`src/sv/tpel_pkg.sv`:
```
package tpel_pkg;

    // Subpel position codes carried on the cmd field.
    typedef enum logic [2:0] {
        CMD_H13  = 3'd0,
        CMD_H23  = 3'd1,
        CMD_V13  = 3'd2,
        CMD_V23  = 3'd3,
        CMD_HV11 = 3'd4,
        CMD_HV12 = 3'd5,
        CMD_HV21 = 3'd6,
        CMD_HV22 = 3'd7
    } cmd_t;

    // Tap sets of the separable filter. Unit is (0,16,0,0), which turns a
    // 1D position into the common 2D form with rounding +128 and >>8.
    typedef enum logic [1:0] {
        TAP_ONE_THIRD = 2'd0,
        TAP_TWO_THIRD = 2'd1,
        TAP_CENTER    = 2'd2,
        TAP_UNIT      = 2'd3
    } tap_t;

    localparam int SUM_W = 18;   // vertical sum, signed
    localparam int HOR_W = 14;   // horizontal row sum, signed
    localparam int PIX_W = 8;
    localparam int FRAC_SHIFT = 8;

    localparam logic signed [SUM_W-1:0] K_ONE    = 18'sd1;
    localparam logic signed [SUM_W-1:0] K_SIX    = 18'sd6;
    localparam logic signed [SUM_W-1:0] K_NINE   = 18'sd9;
    localparam logic signed [SUM_W-1:0] K_TWELVE = 18'sd12;
    localparam logic signed [SUM_W-1:0] K_UNIT   = 18'sd16;
    localparam logic signed [SUM_W-1:0] K_ROUND  = 18'sd128;

    // Four-tap weighted sum for the selected tap set.
    function automatic logic signed [SUM_W-1:0] tap_sum(
        input tap_t                    sel,
        input logic signed [SUM_W-1:0] a,
        input logic signed [SUM_W-1:0] b,
        input logic signed [SUM_W-1:0] c,
        input logic signed [SUM_W-1:0] d
    );
        logic signed [SUM_W-1:0] s;
        s = '0;
        unique case (sel)
            TAP_ONE_THIRD: s = K_TWELVE * b + K_SIX * c - a - d;
            TAP_TWO_THIRD: s = K_SIX * b + K_TWELVE * c - a - d;
            TAP_CENTER:    s = K_SIX * b + K_NINE * c + K_ONE * d;
            TAP_UNIT:      s = K_UNIT * b;
        endcase
        return s;
    endfunction

endpackage

```
`src/sv/tpel_luma_interp_filter_core.sv`:
```
// Channel   Direction  Handshake          Word
// s_        in         s_valid / s_ready  cmd, average, four window rows, prior pixel
// m_        out        m_valid / m_ready  pixel_out
//
// Three register stages: row sums, column sum, round/clip/average.
// One word is accepted per cycle while s_ready is high; m_valid is the stage 3 valid bit.
// Throughput is one word per cycle while m_ready stays high; each stage advances on its own.
// Reset (aresetn low, synchronous) clears only the stage valid bits.
// A low m_ready holds the output word; earlier words move up into empty stages,
// and s_ready drops once all three stages are full.
module tpel_luma_interp_filter_core (
    input  logic        aclk,
    input  logic        aresetn,
    input  logic        s_valid,
    output logic        s_ready,
    input  logic [2:0]  s_cmd,
    input  logic        s_average,
    input  logic [31:0] s_row_above,
    input  logic [31:0] s_row_center,
    input  logic [31:0] s_row_below,
    input  logic [31:0] s_row_below_two,
    input  logic [7:0]  s_prior_pixel,
    output logic        m_valid,
    input  logic        m_ready,
    output logic [7:0]  m_pixel_out
);

    localparam int SW = tpel_pkg::SUM_W;
    localparam int HW = tpel_pkg::HOR_W;
    localparam int PW = tpel_pkg::PIX_W;
    localparam int FS = tpel_pkg::FRAC_SHIFT;

    // Stage enables: a stage moves when it is empty or the next one moves.
    logic en1, en2, en3;

    logic                 s1_valid_reg;
    logic signed [HW-1:0] s1_h_reg [4];
    logic signed [HW-1:0] s1_h_next [4];
    tpel_pkg::tap_t       s1_vsel_reg, s1_vsel_next;
    logic                 s1_avg_reg;
    logic [PW-1:0]        s1_prior_reg;

    logic                 s2_valid_reg;
    logic signed [SW-1:0] s2_sum_reg, s2_sum_next;
    logic                 s2_avg_reg;
    logic [PW-1:0]        s2_prior_reg;

    logic                 m_valid_reg;
    logic [PW-1:0]        m_pixel_reg, m_pixel_next;

    tpel_pkg::tap_t       hsel;
    logic [31:0]          rows [4];
    logic signed [SW-1:0] acc;
    logic [SW-FS-1:0]     quot;
    logic [PW-1:0]        clip;
    logic [PW:0]          avg_sum;

    assign en3     = !m_valid_reg || m_ready;
    assign en2     = !s2_valid_reg || en3;
    assign en1     = !s1_valid_reg || en2;
    assign s_ready = en1;
    assign m_valid = m_valid_reg;
    assign m_pixel_out = m_pixel_reg;

    // Decode the position into horizontal and vertical tap sets.
    always_comb begin
        hsel         = tpel_pkg::TAP_UNIT;
        s1_vsel_next = tpel_pkg::TAP_UNIT;
        unique case (tpel_pkg::cmd_t'(s_cmd))
            tpel_pkg::CMD_H13: begin
                hsel = tpel_pkg::TAP_ONE_THIRD; s1_vsel_next = tpel_pkg::TAP_UNIT;
            end
            tpel_pkg::CMD_H23: begin
                hsel = tpel_pkg::TAP_TWO_THIRD; s1_vsel_next = tpel_pkg::TAP_UNIT;
            end
            tpel_pkg::CMD_V13: begin
                hsel = tpel_pkg::TAP_UNIT; s1_vsel_next = tpel_pkg::TAP_ONE_THIRD;
            end
            tpel_pkg::CMD_V23: begin
                hsel = tpel_pkg::TAP_UNIT; s1_vsel_next = tpel_pkg::TAP_TWO_THIRD;
            end
            tpel_pkg::CMD_HV11: begin
                hsel = tpel_pkg::TAP_ONE_THIRD; s1_vsel_next = tpel_pkg::TAP_ONE_THIRD;
            end
            tpel_pkg::CMD_HV12: begin
                hsel = tpel_pkg::TAP_ONE_THIRD; s1_vsel_next = tpel_pkg::TAP_TWO_THIRD;
            end
            tpel_pkg::CMD_HV21: begin
                hsel = tpel_pkg::TAP_TWO_THIRD; s1_vsel_next = tpel_pkg::TAP_ONE_THIRD;
            end
            tpel_pkg::CMD_HV22: begin
                hsel = tpel_pkg::TAP_CENTER; s1_vsel_next = tpel_pkg::TAP_CENTER;
            end
        endcase
    end

    // Stage 1: horizontal filter on each of the four window rows.
    always_comb begin
        rows[0] = s_row_above;
        rows[1] = s_row_center;
        rows[2] = s_row_below;
        rows[3] = s_row_below_two;
        for (int r = 0; r < 4; r++) begin
            s1_h_next[r] = HW'(tpel_pkg::tap_sum(hsel,
                SW'(signed'({1'b0, rows[r][7:0]})),
                SW'(signed'({1'b0, rows[r][15:8]})),
                SW'(signed'({1'b0, rows[r][23:16]})),
                SW'(signed'({1'b0, rows[r][31:24]}))));
        end
    end

    // Stage 2: vertical filter over the row sums.
    assign s2_sum_next = tpel_pkg::tap_sum(s1_vsel_reg,
        SW'(s1_h_reg[0]), SW'(s1_h_reg[1]), SW'(s1_h_reg[2]), SW'(s1_h_reg[3]));

    // Stage 3: round, saturate to a pixel, then optionally average.
    always_comb begin
        acc  = s2_sum_reg + tpel_pkg::K_ROUND;
        quot = acc[SW-1:FS];
        if (acc[SW-1]) begin
            clip = '0;
        end else if (quot > (SW-FS)'({PW{1'b1}})) begin
            clip = '1;
        end else begin
            clip = quot[PW-1:0];
        end
        avg_sum = {1'b0, s2_prior_reg} + {1'b0, clip} + (PW+1)'(1);
        if (s2_avg_reg) begin
            m_pixel_next = avg_sum[PW:1];
        end else begin
            m_pixel_next = clip;
        end
    end

    // Valid bits of the three stages.
    always_ff @(posedge aclk) begin
        if (!aresetn) begin
            s1_valid_reg <= 1'b0;
            s2_valid_reg <= 1'b0;
            m_valid_reg  <= 1'b0;
        end else begin
            if (en1) s1_valid_reg <= s_valid;
            if (en2) s2_valid_reg <= s1_valid_reg;
            if (en3) m_valid_reg  <= s2_valid_reg;
        end
    end

    // Payload registers of the three stages.
    always_ff @(posedge aclk) begin
        if (en1) begin
            s1_h_reg     <= s1_h_next;
            s1_vsel_reg  <= s1_vsel_next;
            s1_avg_reg   <= s_average;
            s1_prior_reg <= s_prior_pixel;
        end
        if (en2) begin
            s2_sum_reg   <= s2_sum_next;
            s2_avg_reg   <= s1_avg_reg;
            s2_prior_reg <= s1_prior_reg;
        end
        if (en3) begin
            m_pixel_reg  <= m_pixel_next;
        end
    end

`ifndef SYNTHESIS
    // The input side stalls only when the output holds an untaken word.
    assert property (@(posedge aclk) disable iff (!aresetn)
        !s_ready |-> (m_valid && !m_ready))
        else $error("input stalled without output backpressure");

    // A word in stage 1 that moves on arrives in stage 2.
    assert property (@(posedge aclk) disable iff (!aresetn)
        (s1_valid_reg && en2) |=> s2_valid_reg)
        else $error("word lost between stage 1 and stage 2");

    // A word in stage 2 that moves on arrives at the output.
    assert property (@(posedge aclk) disable iff (!aresetn)
        (s2_valid_reg && en3) |=> m_valid)
        else $error("word lost between stage 2 and output");
`endif

endmodule
```
`config.mk`:
```
export PLATFORM = sky130hd
export DESIGN_NAME = tpel_luma_interp_filter_core
export DESIGN_NICKNAME = d
export VERILOG_FILES = /design/src/sv/tpel_pkg.sv /design/src/sv/tpel_luma_interp_filter_core.sv
export SDC_FILE = /design/constraint.sdc
export NUM_CORES = 1
export LEC_CHECK = 0
export ABC_AREA = 1
export CAP_MARGIN = 25
export CORE_MARGIN = 5
export CORE_UTILIZATION = 60
export DETAILED_ROUTE_END_ITERATION = 8
export DONT_BUFFER_PORTS = 1
export PLACE_DENSITY = 0.77
export SLEW_MARGIN = 0
export SYNTH_ARGS = -nofsm -noshare
export SYNTH_HDL_FRONTEND = slang
export SYNTH_SLANG_ARGS = --single-unit
```
`constraint.sdc`:
```
create_clock -name aclk -period 6.9 [get_ports aclk]
set_clock_uncertainty 0.2 [all_clocks]
set_input_delay 1.725 -clock aclk [delete_from_list [all_inputs] [get_ports aclk]]
set_output_delay 1.725 -clock aclk [all_outputs]
set_load 0.05 [all_outputs]
```
==> key figures <==
Synth
  – YS warnings: 0
  – Post-synth top area share: 21.7%
  – Post-synthesis sequential area ratio: 11.4%
  – Unique masters post-synth: 59
  – Post-Syn Nets: 4191
  – Synthesis-stage register bit count: 98
  – Synth Instances: 3361
  – Top cells by area, synth: ha_1 22%, fa_1 19%, inv_1 12%
  – Async SR Flop Fraction: 0%
  – Yosys top cell by area: ha_1
  – Dominant synthesized flop cell: edfxtp_1
  – EDFF count, synth: 95
  – Syn_area_per_cell: 7.61 sq um
  – Mapped Area: 0.0256 sq mm

Floorplan
  – Initial core utilization: 60.8%
  – Die H: 216 um
  – Core area: 0.0420 sq mm
  – Die ar.: 0.0468 sq mm
  – # rows: 75
  – Die width: 216 um
  – Top-Level Pins: 154

Critical path
  – Crit-path max cell delay: 530 ps
  – CP startpoint kind: input pin
  – CP Max Fanout: 7
  – CP bufs+invs: 1
  – Worst Path Required: 6790 ps
  – Critical path arrival: 5670 ps
  – CP endpoint kind: register
  – Top Family by Delay on Critical Path: adder cells
  – CP max stage cell: fa_1
  – CP most frequent cell: nand2_1
  – Critical path type: in -> reg
  – Critical path, cell by cell: ha_1 > fa_1 > xor2_1 > ha_1 > a21oi_1 > nand2_1 > nand2_1 > nand2_1 > a21oi_1 > xor2_1 > fa_1 > inv_1 > ha_1 > a21oi_1 > o21a_1 > o21ai_1 > nand2_1 > nand2_1 > nor2_1 > xor2_1 > o21ai_0

CTS
  – Skew-Pair Late Insertion Delay: 370 ps
  – Resized cells post-CTS: 0
  – Maximum clock path buffer count: 2
  – CTS tree: built
  – Clock root buffer: clkbuf_16
  – CTS Hold Bufs: 0
  – H-tree depth: 3
  – Num CTS Buffers: 9
  – CTS sink cnt: 98
  – Setup Buffers After CTS: 0
  – Clk pin slew, worst setup/hold paths: 80 ps

Placed design
  – RD Place Congestion: 1.01
  – Final HPWL DP: 60.2 mm
  – IO Port Bufs: 0

Final layout
  – Largest register FFs: 56
  – Ant. Diodes: 0
  – Synth-to-Final Area Change: 3.74%
  – Final nets: 4187
  – Layout cell share with drive strength beyond 1: 2.65%
  – Filler Cell Count: 3755

Timing
  – Slew Limit Headroom: 33.1%
  – Slew Limit Fails: 0
  – Max frequency: 173 MHz
  – RSZ-0062 raised after global routing: false
  – Total negative setup slack: 0 ps
  – Final setup viols: 0
  – Crit path time final: 5780 ps
  – Fin crit share: 83.8%
  – Final-report hold violation count: 0
  – Worst-Margin Slew: 1000 ps

Global routing
  – Total grt overflow: 0
  – Vias in the first global route: 22509
  – Largest net degree at the start of global routing: 59
  – GRT Total Usage: 29.4%
  – First-pass GRT wire length: 113 mm
  – Initial antenna violation count: 1

Hold path
  – Hold WC Path Type: reg -> reg

Drt
  – Detailed Routing Iterations Pass 1: 8
  – Routed len/inst: 17.8 um
  – Final wirelength: 69.3 mm
  – Final ANT Viol Nets: 0
  – DRC Markers: 0
  – DR vias/cell: 5.71
  – Vias: 22271
  – Drt initial violations: 1868

Run
  – Max cap viols: 0

Outcome
  – Status: finished, final reports clean
final cells by class:
class                           instances  area [sq um]  area share [%]
Multi-Input combinational cell       2442         19600            73.8
Clock inverter                          7          81.3           0.307
Clock buffer                            9           225           0.849
Inverter                              799          3000            11.3
Sequential cell                        98          2910            11.0
Tap cell                              539           674            2.54
Timing Repair Buffer                    7          52.6           0.198
cell usage in the layout, fill, tap and decap left out, types with 8 or more instances in the layout:
master,netlist,routed
clkbuf_16,0,9
nand3b_1,11,11
o21bai_1,39,39
o2111ai_1,14,14
o21a_1,14,14
a21oi_1,260,260
inv_1,788,788
o21ai_0,130,130
or2_2,24,24
a21o_1,18,18
inv_2,9,9
edfxtp_1,95,95
xnor2_1,44,44
nor2_1,155,154
nor3_1,20,20
a21boi_0,15,15
o211ai_1,12,12
ha_1,444,444
fa_1,242,242
nand4_1,44,44
nand2_2,9,9
a31oi_1,8,8
o21ai_1,24,24
nand2_1,565,564
xor2_1,112,112
o31ai_1,9,9
nand3_1,172,172
per-layer routing:
metal,vias to the layer above,global-route usage (%),routed length (um)
met1,10552,40.0,30600
li1,10806,-,-
met5,-,0,13
met3,154,4.24,4540
met2,757,49.1,32100
met4,2,8.76,2040
synth_stat cells (12+ instances only):
| cell | n |
|---|---|
| xnor2_1 | 44 |
| xor2_1 | 112 |
| o21a_1 | 14 |
| nor3_1 | 20 |
| o2111ai_1 | 14 |
| ha_1 | 444 |
| inv_1 | 788 |
| clkbuf_1 | 14 |
| a21o_1 | 18 |
| nand4_1 | 44 |
| nand3_1 | 172 |
| a21boi_0 | 15 |
| o21ai_1 | 24 |
| nand2_1 | 565 |
| nor2_1 | 155 |
| a21oi_1 | 260 |
| o21bai_1 | 39 |
| fa_1 | 242 |
| o211ai_1 | 12 |
| edfxtp_1 | 95 |
| or2_2 | 24 |
| o21ai_0 | 130 |
cells by family (layout without fill, tap and decap cells):
| family | Yosys count | after routing | synth area share, % |
|---|---|---|---|
| buf+inv | 821 | 822 | 12.1 |
| fa+ha+maj | 686 | 686 | 40.7 |
| xor+xnor | 162 | 162 | 5.73 |
| compound gates | 578 | 578 | 13.1 |
| flops | 98 | 98 | 11.4 |
| simple gates | 1016 | 1016 | 17.0 |
through the flow:
step	area, sq um	util, %	std cells	setup slack (ps)	hold slack (ps)
floorplan	25600	-	3361	1110	200
global placement	26200	62.3	3884	888	205
detailed placement	26200	62.4	3885	743	205
CTS	26500	63.1	3901	1140	232
global route	26500	63.1	3901	810	235
finish	26500	63.1	3901	1120	232
path summary, 6_finish.rpt:
check,start,end,slack [ps],cells after the start
max,s_row_center[8],s1_h_reg[38],1120,21
min,s1_prior_reg[3],s2_prior_reg[3],230,0
max reg2reg,s1_h_reg[28],s2_sum_reg[17],1170,23
min reg2reg,s1_prior_reg[3],s2_prior_reg[3],230,0
Power is left out: the tool's default activity adds up to more than one toggle a clock period on the data nets, which glitch-free logic cannot reach.
